[config.mk]
export PLATFORM = sky130hd
export DESIGN_NAME = base32_encoder_dashed
export DESIGN_NICKNAME = d
export VERILOG_FILES = /design/src/design/b32d_pkg.sv /design/src/design/b32d_front.sv /design/src/design/b32d_fifo.sv /design/src/design/b32d_back.sv /design/src/design/base32_encoder_dashed.sv
export SDC_FILE = /design/constraint.sdc
export NUM_CORES = 1
export LEC_CHECK = 0
export ABC_AREA = 1
export ABC_CLOCK_PERIOD_IN_PS = 3800
export BUFFER_PORTS_ARGS = -buffer_cell sky130_fd_sc_hd__buf_2
export CORE_MARGIN = 2
export CORE_UTILIZATION = 35
export CTS_CLUSTER_SIZE = 25
export DETAILED_ROUTE_END_ITERATION = 7
export SYNTH_ARGS = -nofsm -noshare
export SYNTH_HDL_FRONTEND = slang
export SYNTH_SLANG_ARGS = --single-unit
[constraint.sdc]
create_clock -name clk -period 3.8 [get_ports clk]
set_clock_uncertainty 0.05 [all_clocks]
set_input_delay 0.19 -clock clk [delete_from_list [all_inputs] [get_ports clk]]
set_output_delay 0.19 -clock clk [all_outputs]
set_load 0.02 [all_outputs]
[src/design/b32d_pkg.sv]
// ----------------------------------------------------------------------------
// b32d_pkg: shared types and constants of the dashed base32 encoder
// Holds the job record that passes from the front part to the back part,
// the character codes and the alphabet and padding lookups.
// ----------------------------------------------------------------------------
package b32d_pkg;

  localparam int unsigned SymW    = 5;
  localparam int unsigned CharW   = 7;
  localparam int unsigned NumSlot = 3;

  localparam logic [CharW-1:0] DashChar = 7'h2D;
  localparam logic [CharW-1:0] PadChar  = 7'h3D;

  typedef logic [SymW-1:0]  sym_t;
  typedef logic [CharW-1:0] char_t;

  // One accepted byte after classification: symbols in order, then padding.
  typedef struct packed {
    logic [NumSlot-1:0][SymW-1:0] sym;
    logic [1:0]                   n_sym;
    logic [2:0]                   n_pad;
    logic                         last;
  } job_t;

  function automatic char_t alphabet(input sym_t v);
    char_t c;
    if (v < 5'd26) begin
      c = 7'h41 + {2'b00, v};
    end else begin
      c = 7'h32 + {2'b00, v - 5'd26};
    end
    return c;
  endfunction

  // '=' count after the final byte, by bytes in its five-byte group.
  function automatic logic [2:0] pad_count(input logic [2:0] bytes_in_group);
    logic [2:0] p;
    unique case (bytes_in_group)
      3'd1:    p = 3'd6;
      3'd2:    p = 3'd4;
      3'd3:    p = 3'd3;
      3'd4:    p = 3'd1;
      default: p = 3'd0;
    endcase
    return p;
  endfunction

endpackage

[src/design/b32d_front.sv]
// ----------------------------------------------------------------------------
// b32d_front: byte intake and symbol slicing
// Accepts one byte a cycle while q_full is low, splits it with the carry into
// base32 symbols, works out flush and padding on the last byte, pushes a job.
// ----------------------------------------------------------------------------
module b32d_front (
  input  logic             clk,
  input  logic             rst_n,
  input  logic             in_valid,
  input  logic [7:0]       in_byte,
  input  logic             in_last,
  output logic             in_ready,
  input  logic             q_full,
  output logic             q_push,
  output b32d_pkg::job_t   q_job
);

  logic [3:0]  carry_bits_r, carry_bits_nxt;
  logic [2:0]  carry_count_r, carry_count_nxt;
  logic [2:0]  group_idx_r, group_idx_nxt;

  logic [2:0]  cc;
  logic [3:0]  nbits;
  logic        two;
  logic [3:0]  rem;
  logic [11:0] acc;
  logic [11:0] low;
  logic [11:0] sh0, sh1, flush_w;
  logic [2:0]  g_mod;
  logic [2:0]  bytes_in_group;
  logic        do_flush;

  assign in_ready = !q_full;
  assign q_push   = in_valid && !q_full;

  always_comb begin
    cc       = (carry_count_r > 3'd4) ? 3'd4 : carry_count_r;
    nbits    = {1'b0, cc} + 4'd8;
    acc      = {carry_bits_r, in_byte};
    two      = (nbits >= 4'd10);
    rem      = two ? (nbits - 4'd10) : (nbits - 4'd5);
    sh0      = acc >> (nbits - 4'd5);
    sh1      = acc >> (nbits - 4'd10);
    low      = acc & ((12'd1 << rem) - 12'd1);
    flush_w  = low << (4'd5 - rem);
    do_flush = in_last && (rem != 4'd0);
    g_mod    = (group_idx_r >= 3'd5) ? (group_idx_r - 3'd5) : group_idx_r;
    bytes_in_group = g_mod + 3'd1;

    q_job.sym[0] = sh0[4:0];
    q_job.sym[1] = two ? sh1[4:0] : flush_w[4:0];
    q_job.sym[2] = flush_w[4:0];
    q_job.n_sym  = (two ? 2'd2 : 2'd1) + {1'b0, do_flush};
    q_job.n_pad  = in_last ? b32d_pkg::pad_count(bytes_in_group) : 3'd0;
    q_job.last   = in_last;

    carry_bits_nxt  = carry_bits_r;
    carry_count_nxt = carry_count_r;
    group_idx_nxt   = group_idx_r;
    if (q_push) begin
      if (in_last) begin
        carry_bits_nxt  = 4'd0;
        carry_count_nxt = 3'd0;
        group_idx_nxt   = 3'd0;
      end else begin
        carry_bits_nxt  = low[3:0];
        carry_count_nxt = rem[2:0];
        group_idx_nxt   = (bytes_in_group == 3'd5) ? 3'd0 : bytes_in_group;
      end
    end
  end

  always_ff @(posedge clk) begin
    if (!rst_n) begin
      carry_bits_r  <= 4'd0;
      carry_count_r <= 3'd0;
      group_idx_r   <= 3'd0;
    end else begin
      carry_bits_r  <= carry_bits_nxt;
      carry_count_r <= carry_count_nxt;
      group_idx_r   <= group_idx_nxt;
    end
  end

endmodule

[src/design/b32d_fifo.sv]
// ----------------------------------------------------------------------------
// b32d_fifo: job queue
// Short first-in first-out store of jobs between the front and back parts.
// ----------------------------------------------------------------------------
module b32d_fifo #(
  parameter int unsigned DEPTH = 4
) (
  input  logic           clk,
  input  logic           rst_n,
  input  logic           push,
  input  b32d_pkg::job_t push_job,
  output logic           full,
  input  logic           pop,
  output b32d_pkg::job_t head_job,
  output logic           empty
);

  localparam int unsigned PtrW = (DEPTH > 1) ? $clog2(DEPTH) : 1;
  localparam int unsigned CntW = $clog2(DEPTH + 1);
  localparam logic [PtrW-1:0] LastPtr = PtrW'(DEPTH - 1);
  localparam logic [CntW-1:0] DepthCnt = CntW'(DEPTH);

  b32d_pkg::job_t  mem_r [DEPTH];
  logic [PtrW-1:0] wr_ptr_r, wr_ptr_nxt;
  logic [PtrW-1:0] rd_ptr_r, rd_ptr_nxt;
  logic [CntW-1:0] count_r, count_nxt;
  logic            do_push, do_pop;

  assign full     = (count_r == DepthCnt);
  assign empty    = (count_r == '0);
  assign head_job = mem_r[rd_ptr_r];
  assign do_push  = push && !full;
  assign do_pop   = pop && !empty;

  always_comb begin
    wr_ptr_nxt = wr_ptr_r;
    rd_ptr_nxt = rd_ptr_r;
    count_nxt  = count_r;
    if (do_push) begin
      wr_ptr_nxt = (wr_ptr_r == LastPtr) ? '0 : wr_ptr_r + 1'b1;
    end
    if (do_pop) begin
      rd_ptr_nxt = (rd_ptr_r == LastPtr) ? '0 : rd_ptr_r + 1'b1;
    end
    if (do_push && !do_pop) begin
      count_nxt = count_r + 1'b1;
    end else if (do_pop && !do_push) begin
      count_nxt = count_r - 1'b1;
    end
  end

  always_ff @(posedge clk) begin
    if (do_push) begin
      mem_r[wr_ptr_r] <= push_job;
    end
  end

  always_ff @(posedge clk) begin
    if (!rst_n) begin
      wr_ptr_r <= '0;
      rd_ptr_r <= '0;
      count_r  <= '0;
    end else begin
      wr_ptr_r <= wr_ptr_nxt;
      rd_ptr_r <= rd_ptr_nxt;
      count_r  <= count_nxt;
    end
  end

endmodule

[src/design/b32d_back.sv]
// ----------------------------------------------------------------------------
// b32d_back: character sequencer
// Expands the head job into characters, one a cycle when out_ready allows,
// puts a dash before each later group, and holds the output register.
// ----------------------------------------------------------------------------
module b32d_back #(
  parameter int unsigned DASH_GROUP = 5
) (
  input  logic           clk,
  input  logic           rst_n,
  input  logic           q_empty,
  input  b32d_pkg::job_t q_job,
  output logic           q_pop,
  output logic           out_valid,
  input  logic           out_ready,
  output logic [6:0]     out_char,
  output logic           out_run_last,
  output logic           out_text_end
);

  localparam int unsigned CntW = $clog2(DASH_GROUP + 1);
  localparam logic [CntW-1:0] GroupLen = CntW'(DASH_GROUP);

  logic [3:0]       idx_r, idx_nxt;
  logic [CntW-1:0]  grp_cnt_r, grp_cnt_nxt;
  logic             sent_r, sent_nxt;
  logic             valid_r, valid_nxt;
  logic [6:0]       char_r, char_nxt;
  logic             run_last_r, run_last_nxt;
  logic             text_end_r, text_end_nxt;

  logic             load, go, need_dash, final_char;
  logic [3:0]       total;
  b32d_pkg::char_t  cur_char;

  assign out_valid    = valid_r;
  assign out_char     = char_r;
  assign out_run_last = run_last_r;
  assign out_text_end = text_end_r;

  always_comb begin
    load       = !valid_r || out_ready;
    go         = load && !q_empty;
    need_dash  = sent_r && (grp_cnt_r >= GroupLen);
    total      = {2'b00, q_job.n_sym} + {1'b0, q_job.n_pad};
    final_char = (idx_r == total - 4'd1);
    cur_char   = (idx_r < {2'b00, q_job.n_sym}) ?
                 b32d_pkg::alphabet(q_job.sym[idx_r[1:0]]) : b32d_pkg::PadChar;
    q_pop      = go && !need_dash && final_char;

    idx_nxt      = idx_r;
    grp_cnt_nxt  = grp_cnt_r;
    sent_nxt     = sent_r;
    valid_nxt    = load ? 1'b0 : valid_r;
    char_nxt     = char_r;
    run_last_nxt = run_last_r;
    text_end_nxt = text_end_r;

    if (go) begin
      valid_nxt = 1'b1;
      if (need_dash) begin
        char_nxt     = b32d_pkg::DashChar;
        run_last_nxt = 1'b0;
        text_end_nxt = 1'b0;
        grp_cnt_nxt  = '0;
      end else begin
        char_nxt     = cur_char;
        run_last_nxt = final_char;
        text_end_nxt = final_char && q_job.last;
        grp_cnt_nxt  = grp_cnt_r + 1'b1;
        sent_nxt     = 1'b1;
        idx_nxt      = idx_r + 4'd1;
        if (final_char) begin
          idx_nxt = 4'd0;
          if (q_job.last) begin
            grp_cnt_nxt = '0;
            sent_nxt    = 1'b0;
          end
        end
      end
    end
  end

  always_ff @(posedge clk) begin
    if (!rst_n) begin
      idx_r     <= 4'd0;
      grp_cnt_r <= '0;
      sent_r    <= 1'b0;
      valid_r   <= 1'b0;
    end else begin
      idx_r     <= idx_nxt;
      grp_cnt_r <= grp_cnt_nxt;
      sent_r    <= sent_nxt;
      valid_r   <= valid_nxt;
    end
  end

  always_ff @(posedge clk) begin
    char_r     <= char_nxt;
    run_last_r <= run_last_nxt;
    text_end_r <= text_end_nxt;
  end

endmodule

[src/design/base32_encoder_dashed.sv]
// Base32 text encoder with dash grouping. Send a message as raw bytes, one
// per transaction on the in_ stream, with in_tlast on the final byte (a
// message has at least one byte). The out_ stream gives one ASCII character
// per transaction: symbols A-Z and 2-7, '=' padding to a multiple of eight
// characters, and a '-' between each run of DASH_GROUP characters and
// the next. out_tlast marks the last character caused by an input byte,
// out_tuser the final character of the message. The output side moves one
// character per cycle from its output register while out_tready is high
// and the job queue holds a job. The intake takes a byte every cycle until
// the job queue of QUEUE_DEPTH entries between slicer and character
// sequencer fills.
// ----------------------------------------------------------------------------
// base32_encoder_dashed: top level
// Joins the byte slicer, the job queue and the character sequencer.
// ----------------------------------------------------------------------------
module base32_encoder_dashed #(
  parameter int unsigned DASH_GROUP  = 5,
  parameter int unsigned QUEUE_DEPTH = 4
) (
  input  logic       clk,
  input  logic       rst_n,
  input  logic       in_tvalid,
  output logic       in_tready,
  input  logic [7:0] in_tdata,   // [7:0] data_byte
  input  logic       in_tlast,   // end_of_message
  output logic       out_tvalid,
  input  logic       out_tready,
  output logic [7:0] out_tdata,  // [6:0] text_char, [7] zero
  output logic       out_tlast,  // last_of_run
  output logic       out_tuser   // end_of_text
);

  b32d_pkg::job_t push_job, head_job;
  logic           q_push, q_full, q_pop, q_empty;
  logic [6:0]     text_char;

  assign out_tdata = {1'b0, text_char};

  b32d_front u_front (
    .clk      (clk),
    .rst_n    (rst_n),
    .in_valid (in_tvalid),
    .in_byte  (in_tdata),
    .in_last  (in_tlast),
    .in_ready (in_tready),
    .q_full   (q_full),
    .q_push   (q_push),
    .q_job    (push_job)
  );

  b32d_fifo #(
    .DEPTH (QUEUE_DEPTH)
  ) u_fifo (
    .clk      (clk),
    .rst_n    (rst_n),
    .push     (q_push),
    .push_job (push_job),
    .full     (q_full),
    .pop      (q_pop),
    .head_job (head_job),
    .empty    (q_empty)
  );

  b32d_back #(
    .DASH_GROUP (DASH_GROUP)
  ) u_back (
    .clk          (clk),
    .rst_n        (rst_n),
    .q_empty      (q_empty),
    .q_job        (head_job),
    .q_pop        (q_pop),
    .out_valid    (out_tvalid),
    .out_ready    (out_tready),
    .out_char     (text_char),
    .out_run_last (out_tlast),
    .out_text_end (out_tuser)
  );

endmodule
* Word-level counts from Yosys, hierarchy flattened
Memories as Yosys holds them, arrays and structs flattened. A register that Yosys moved wholly into a read port is not among the register bits. Cells that the tools add are included.
Storage, ports and cells: bits in registers 35, bits in writable memories 84, output and inout bits 12, memories kept 1
Operators by class: add/sub/neg operators 19, order comparisons 7, eq/ne operators 9, shift operators 4, mux-type cells 31, bitwise operators 3, reduce and logical (&&, ||, !) cells 24
Memory list:
- u_fifo.mem_r | depth 4, bits a word 21, rd ports 1, clocked after memory_dff 1, wr ports 1, RTL line b32d_fifo.sv:23 | b32d_pkg::job_t mem_r [DEPTH];
Operators with widths (count):
- $mux 3 | 11
- $shr 12x4->5 | 2
- $mux 5 | 3
- $and 12x12->12 | 1
- $mux 4 | 3
- $pmux 3 s4 | 1
- $shl 1x4->12 const A | 1
- $shl 12x4->5 | 1
- $sub 12x1->12 const B | 1
- $logic_and 1x1->1 | 11
- $bmux 5 s2 | 1
- $mux 2 | 5
- $add 3x1->3 const B | 3
- $eq 3x3->1 const B | 3
- $add 6x5->7 const A | 1
- $add 7x5->7 const A | 1
- $mux 7 | 1
- $eq 3x2->1 const B | 2
- $ge 3x3->1 const B | 2
- $logic_not 1->1 | 6
- $mux 1 | 6
- $lt 5x5->1 const B | 1
- $sub 5x5->5 const B | 1
- $add 2x1->2 const B | 2
- other kinds (24) | 27

* Longest topological paths before layout
Gate-level depths: netlist of run 1.
depth in word-level cells 10, gate-level depth with buffers 24

* Cells and area by module
From an unflattened synthesis of run 1, not the netlist that was laid out.
Unflattened totals: cell total of the unflattened synthesis 739, area total of the unflattened synthesis 6705.2 um2
Modules (own cells, without submodules):
- b32d_fifo | instances 1, cells an instance 276, area each 3683.5 um2, seq. area each 2702.6 um2
- b32d_front | instances 1, cells an instance 281, area each 1634.1 um2, seq. area each 200.2 um2
- b32d_back | instances 1, cells an instance 180, area each 1376.3 um2, seq. area each 450.4 um2
- base32_encoder_dashed | instances 1, cells an instance 2, area each 11.3 um2, seq. area each 0.0 um2

* Least setup slack after synthesis of run 1
OpenSTA, ideal clock, no wires.
path type register to register, start reg with a tool-made name, end reg u_fifo.count_r[1], library setup time 120 ps, data arrival time 3329 ps, required time 3630 ps, setup slack 301 ps, cell stages (with the launch flop) 20, path buffers 3, cell sequence dfxtp_1 -> buf_6 -> buf_4 -> buf_2 -> nand2_1 -> a32o_1 -> ha_1 -> inv_1 -> ha_1 -> fa_1 -> xor2_1 -> nor3_1 -> nand2_1 -> inv_1 -> nand2_1 -> ha_1 -> inv_1 -> fa_1 -> o21ai_0 -> a21oi_1
RTL lines:
- to (signal assigned) | RTL line b32d_fifo.sv:66 | count_r <= count_nxt;
- to (decl) | RTL line b32d_fifo.sv:26 | logic [CntW-1:0] count_r, count_nxt;

==> results of run 1 <==
## cell families after synthesis
logic type,Yosys count,share of synthesized area
fa+ha+maj,29,0.0600
buf+inv,103,0.0701
mux,1,0.00159
compound gates,136,0.128
xor+xnor,14,0.0195
simple gates,284,0.188
other cells,1,0.000595
flops,121,0.532
## worst max-delay path, cell delays in order, from the launching register on
cell     delay, ns
dfxtp_1       0.46
buf_4         0.28
nand2_1       0.07
a32o_1        0.25
ha_1          0.19
inv_1         0.05
ha_1          0.15
fa_1          0.42
xor2_1        0.15
nor3_1        0.14
nand2_1       0.10
inv_1         0.09
nand2_1       0.11
ha_1          0.20
inv_1         0.09
fa_1          0.42
o21ai_0       0.16
a21oi_1       0.05
## power groups by stage
stage               registers, mW  clock network (mW)  logic (mW)
global placement             2.00                   0        2.23
global route                 2.01                1.61        2.60
CTS                          1.98                1.54        2.27
detailed placement           2.01                   0        2.25
finish                       1.98                1.51        2.27
floorplan                    2.04                   0        1.67
## layer usage
layer	global-route usage	part of all wire
met5	0	0
met4	0.0467	0.012
met3	0.0478	0.045
met2	0.234	0.46
met1	0.197	0.48
## through the flow
stage / setup WS (ns) / instance area [µm²]
floorplan: 0.301 / 6300
global placement: 0.391 / 6690
detailed placement: 0.287 / 6690
CTS: 0.282 / 7250
global route: 0.0155 / 7250
finish: 0.262 / 7250
## state kept, by name, indices dropped and copies added, names as in the netlist, 2 cells and up, named ones only
register,flops
u_back.out_char,7
u_fifo.count_r,3
u_fifo.mem_r,84
u_fifo.wr_ptr_r,2
u_front.carry_count_r,3
u_front.carry_bits_r,4
u_back.grp_cnt_r,3
u_fifo.rd_ptr_r,2
u_front.group_idx_r,3
u_back.idx_r,4
## Yosys cell counts, types with 2 or more instances
cell and instances:
xnor2_1 4, fa_1 2, a211oi_1 2, xor2_1 10, inv_2 4, nor2_2 5, o211ai_1 11, o21ai_1 6
or2_2 2, inv_1 73, nor3_1 4, buf_6 3, nand4_1 3, nand2_1 140, clkinv_1 2, buf_2 12
a21oi_1 33, buf_4 4, clkbuf_1 4, dfxtp_1 28, a32o_1 4, o221ai_1 2, nand3_1 44, o22ai_1 8
nand2_2 4, ha_1 27, nor2_1 77, o31ai_1 4, o21ai_0 55, edfxtp_1 93
## cell type report
type	instances	area, µm²
flip-flops and latches	121	3350
repair buffers	38	228
inverters	80	303
fillers	1728	10600
multi-input cells	465	2520
clock inverters	3	40.0
clock buffers	29	522
well taps	229	287
## cells in the final DEF, fill, tap and decap left out, types with 6 or more instances in the layout
| master | instances |
|---|---|
| edfxtp_1 | 93 |
| a21oi_1 | 33 |
| buf_2 | 23 |
| ha_1 | 27 |
| dfxtp_1 | 28 |
| nor2_1 | 73 |
| xor2_1 | 10 |
| inv_1 | 73 |
| nor2_2 | 9 |
| clkbuf_1 | 8 |
| buf_4 | 15 |
| o22ai_1 | 8 |
| o211ai_1 | 11 |
| clkbuf_16 | 18 |
| nand2_1 | 140 |
| o21ai_1 | 6 |
| o21ai_0 | 55 |
| nand3_1 | 44 |
## worst paths after layout
check | cells after the start | endpoint | startpoint
max | 17 | u_fifo.count_r[1]$_SDFFE_PN0P_ | flip-flop
max reg2reg | 17 | u_fifo.count_r[1]$_SDFFE_PN0P_ | flip-flop
min reg2reg | 2 | u_back.sent_r$_SDFFE_PN0P_ | u_back.sent_r$_SDFFE_PN0P_
min | 1 | u_fifo.mem_r[3][0]$_DFFE_PP_ | in_tlast
==> qor.csv, run 1 <==
stage,metric,value,unit
outcome,status,completed,
finish,final net count,765,
route,Detailed Route WL,13500,µm
setup_path,crit-path max FO,19,
placed_design,Placed Cells,933,
timing,Fin. Hold Viols,0,
global_routing,gr ovfl total,0,
logic_synthesis,sequential-to-total area share from yosys stat,0.532,
cts,CTS buffer count,17,
timing,setup_tns,0,ns
route,DR vias/cell,4.88,
die,Starting Density,0.353,
die,total core area,17800,µm²
min_path,Min-Delay Path Class,primary input to flip-flop,
setup_path,worst path required time,4.05,ns
logic_synthesis,Synth Net Count,731,
timing,Slew Limit Fails,0,
power,Sw Ratio,0.375,
setup_path,Setup CP Type,flip-flop to flip-flop,
timing,RSZ-0062 raised after global routing,false,
die,Die Span Y,138,µm
logic_synthesis,#FFs+latches synth,121,
cts,# clock sinks,121,
finish,Util after Layout,0.406,
setup_path,FF-to-FF setup slack,0.26,ns
timing,normalized max-slew margin,0.529,
setup_path,critical path startpoint category,flip-flop,
route,DRT antenna net count,0,
setup_path,nature of the critical path endpoint,flip-flop,
die,DIE AREA,19100,µm²
route,Iteration-0 DRC Markers,303,
logic_synthesis,Synth Area per Inst,9.15,µm²
power,combinational fraction of design power,0.393,
logic_synthesis,"top cells by area, synth","edfxtp_1 44%, dfxtp_1 8.9%, nand2_1 8.3%",
die,Die X,138,µm
route,drc violations,0,
power,Switching Power,2.16,mW
placed_design,final RePlAce weighted congestion,0.856,
placed_design,DP HPWL,9240,µm
power,Clock Power Share,0.263,
logic_synthesis,Ys Warns,0,
timing,crit path time final,3.54,ns
timing,Worst-Margin Slew,0.698,ns
cts,hold_buf cts,0,
power,cell leakage power,3.02,nW
logic_synthesis,post-synth top area share,0.443,
logic_synthesis,Synth Cell Area,6300,µm²
finish,area grow syn2layout,15.0,%
timing,final setup vio count,0,
power,Pwr Density,795,nW/µm²
power,Tot Pwr,5.76,mW
logic_synthesis,number of synthesized flops with an enable pin,93,
power,peak supply drop,0.000346,V
logic_synthesis,share of synthesized registers carrying an async set or reset,0,
global_routing,vias in the first global route,4566,
die,IO Pins,25,
logic_synthesis,Unique masters post-synth,49,
finish,Final Non-Filler Cells,965,
logic_synthesis,most common flop cell mapped by yosys,edfxtp_1,
logic_synthesis,cell taking the most area after synthesis,edfxtp_1,
route,Detailed Routing Iterations Pass 1,5,
timing,smallest hold slack,0.0395,ns
cts,setup repair bufs after CTS,0,
cts,clock slew at reported path FFs,0.05,ns
global_routing,initial antenna violation count,0,
die,Row Count,49,
finish,ratio of cells with drive above 1 in the final layout,0.121,
route,overall via count from detail_route,4708,
cts,CTS H-tree lvls,4,
global_routing,overall routing resource usage,0.149,
global_routing,first-pass GRT wire length,22600,µm
cts,CTS root buf,clkbuf_16,
flow_run,Max Cap Viol,0,
timing,part of the cycle the worst path needs,0.931,
placed_design,IO buf count,23,
cts,worst skew pair latency,0.41,ns
cts,TritonCTS clock tree,done,
setup_path,critical path arrival,3.79,ns
power,Seq pwr share,0.344,
power,Pint,3.60,mW
finish,n_diodes,0,
timing,max frequency,0.283,GHz
cts,Clock Path Buffers,2,
cts,post-CTS sizing,0,
global_routing,largest net degree at the start of global routing,26,
logic_synthesis,cell count after synthesis,689,
route,WL/cell,14.0,µm
No activity file was read; power rests on OpenSTA's default activity.
==> run 2: changes to the inputs <==
--- a/config.mk
+++ b/config.mk
@@ -6,12 +6,13 @@
 export NUM_CORES = 1
 export LEC_CHECK = 0
 export ABC_AREA = 1
-export ABC_CLOCK_PERIOD_IN_PS = 3800
+export ABC_CLOCK_PERIOD_IN_PS = 3510
 export BUFFER_PORTS_ARGS = -buffer_cell sky130_fd_sc_hd__buf_2
 export CORE_MARGIN = 2
 export CORE_UTILIZATION = 35
 export CTS_CLUSTER_SIZE = 25
 export DETAILED_ROUTE_END_ITERATION = 7
+export REMOVE_ABC_BUFFERS = 1
 export SYNTH_ARGS = -nofsm -noshare
 export SYNTH_HDL_FRONTEND = slang
 export SYNTH_SLANG_ARGS = --single-unit
==> constraint.sdc (replaced) <==
create_clock -name clk -period 3.51 [get_ports clk]
set_clock_uncertainty 0.05 [all_clocks]
set_input_delay 0.1755 -clock clk [delete_from_list [all_inputs] [get_ports clk]]
set_output_delay 0.1755 -clock clk [all_outputs]
set_load 0.02 [all_outputs]
==> qor.csv, run 2 (synthesized netlist as in run 1, its figures left out) <==
stage,metric,value,unit
outcome,status,completed,
timing,max frequency,0.300,GHz
timing,RSZ-0062 raised after global routing,true,
timing,smallest hold slack,0.0275,ns
global_routing,largest net degree at the start of global routing,31,
finish,"commonest non-fill, non-tap cells in the layout","139 x nand2_1, 93 x edfxtp_1, 73 x nor2_1",
timing,Fin. Hold Viols,0,
die,Die X,138,µm
finish,Reg with most FFs,u_fifo.mem_r,
timing,part of the cycle the worst path needs,0.950,
finish,register area,3360,µm²
timing,crit path time final,3.33,ns
die,Starting Density,0.353,
route,overall via count from detail_route,4605,
cts,# clock sinks,121,
timing,final setup vio count,0,
finish,area of the multi-input gates,2540,µm²
die,total core area,17800,µm²
die,Row Count,49,
timing,Slew Limit Fails,0,
cts,CTS root buf,clkbuf_16,
finish,area grow syn2layout,16.3,%
die,Die Span Y,138,µm
finish,fill count,1719,
setup_path,worst-path cell chain,inv_4 > nand2_1 > a32o_2 > ha_1 > inv_1 > ha_1 > fa_2 > xor2_1 > nor3_1 > nand2_1 > inv_2 > nand2_2 > ha_1 > inv_2 > fa_2 > o21ai_2 > a21oi_1,
finish,Final Non-Filler Cells,968,
setup_path,CP Depth,17,
setup_path,Top Family by Delay on Critical Path,adder cells,
setup_path,Buf/Inv on CP,4,
cts,Clock Path Buffers,2,
route,drc violations,0,
die,DIE AREA,19100,µm²
route,DRT antenna net count,0,
finish,ratio of cells with drive above 1 in the final layout,0.138,
setup_path,R2R cell count,17,
route,WL/cell,13.6,µm
global_routing,first-pass GRT wire length,21700,µm
route,Detailed Route WL,13100,µm
min_path,Hold Crit Depth,3,
finish,final net count,768,
global_routing,overall routing resource usage,0.144,
cts,CTS H-tree lvls,4,
placed_design,final RePlAce weighted congestion,0.837,
power,peak supply drop,0.000405,V
cts,TritonCTS clock tree,done,
setup_path,crit path max-delay cell type,fa_2,
placed_design,IO buf count,23,
global_routing,gr ovfl total,0,
setup_path,worst path required time,3.76,ns
placed_design,DP HPWL,9050,µm
setup_path,"most used cell, CP",ha_1,
route,Iteration-0 DRC Markers,349,
min_path,Min-Delay Path Class,primary input to flip-flop,
route,Detailed Routing Iterations Pass 1,6,
timing,normalized max-slew margin,0.563,
finish,max reg flops,84,
finish,Util after Layout,0.411,
setup_path,critical path startpoint category,flip-flop,
placed_design,Placed Cells,933,
power,cell leakage power,3.05,nW
cts,CTS buffer count,17,
cts,worst skew pair latency,0.42,ns
finish,"commonest non-fill, non-tap cell in the layout",nand2_1,
setup_path,crit-path max cell delay,0.53,ns
setup_path,nature of the critical path endpoint,flip-flop,
setup_path,Setup CP Type,flip-flop to flip-flop,
setup_path,critical path arrival,3.58,ns
timing,setup_tns,0,ns
finish,n_diodes,0,
setup_path,crit-path max FO,8,
cts,clock slew at reported path FFs,0.05,ns
global_routing,initial antenna violation count,0,
flow_run,Max Cap Viol,0,
timing,Worst-Margin Slew,0.647,ns
die,IO Pins,25,
route,DR vias/cell,4.76,
power,Pwr Density,873,nW/µm²
global_routing,vias in the first global route,4379,
==> run 2: area by class of cell <==
type                            count  area share
Clock buffer                       22      0.0606
Timing Repair Buffer               41      0.0345
Multi-Input combinational cell    465       0.346
Sequential cell                   121       0.458
Tap cell                          229      0.0391
Clock inverter                     10      0.0205
Inverter                           80      0.0413
==> run 2: power by group <==
group          internal (mW)  switching, mW  leakage (nW)
clock                   1.18          0.581         0.287
combinational          0.854           1.64          1.66
sequential              2.02          0.128          1.10
==> run 2: worst register-to-register path, cell delays in order, from the launching register on <==
cell and delay [ns]:
dfxtp_4 0.37, inv_4 0.09, nand2_1 0.06, a32o_2 0.25, ha_1 0.28, inv_1 0.04, ha_1 0.20, fa_2 0.53
xor2_1 0.07, nor3_1 0.18, nand2_1 0.10, inv_2 0.08, nand2_2 0.07, ha_1 0.20, inv_2 0.07, fa_2 0.43
o21ai_2 0.12, a21oi_1 0.05
==> run 2: metrics by stage <==
stage	power, mW	area (µm²)	worst slack [ns]
floorplan	3.93	6160	-0.369
global placement	4.59	6690	0.160
detailed placement	4.60	6690	0.0689
CTS	6.38	7290	0.0517
global route	6.90	7330	-0.0554
finish	6.40	7330	0.177
==> run 2: path summary, 6_finish.rpt <==
path                               from                              to  slack, ns
min                               rst_n  u_fifo.count_r[1]$_SDFFE_PN0P_       0.03
max                           flip-flop  u_fifo.count_r[1]$_SDFFE_PN0P_       0.18
min reg2reg  u_back.sent_r$_SDFFE_PN0P_      u_back.sent_r$_SDFFE_PN0P_       0.42
max reg2reg                   flip-flop  u_fifo.count_r[1]$_SDFFE_PN0P_       0.18
==> run 2: per-layer routing <==
layer	share of wire	wire length, µm	global-route usage	vias to the layer above
met4	0.015	200	0.0580	0
met3	0.039	517	0.0402	20
met2	0.45	5980	0.218	91
met5	0	0	0	-
met1	0.49	6450	0.195	2082
li1	-	-	-	2412
==> run 2: repair_timing <==
item	CTS	global route
hold buffers	1	0
setup buffers	0	2
gates resized for setup	0	13
setup endpoints to repair	0	2
endpoints found under the hold margin	4	0
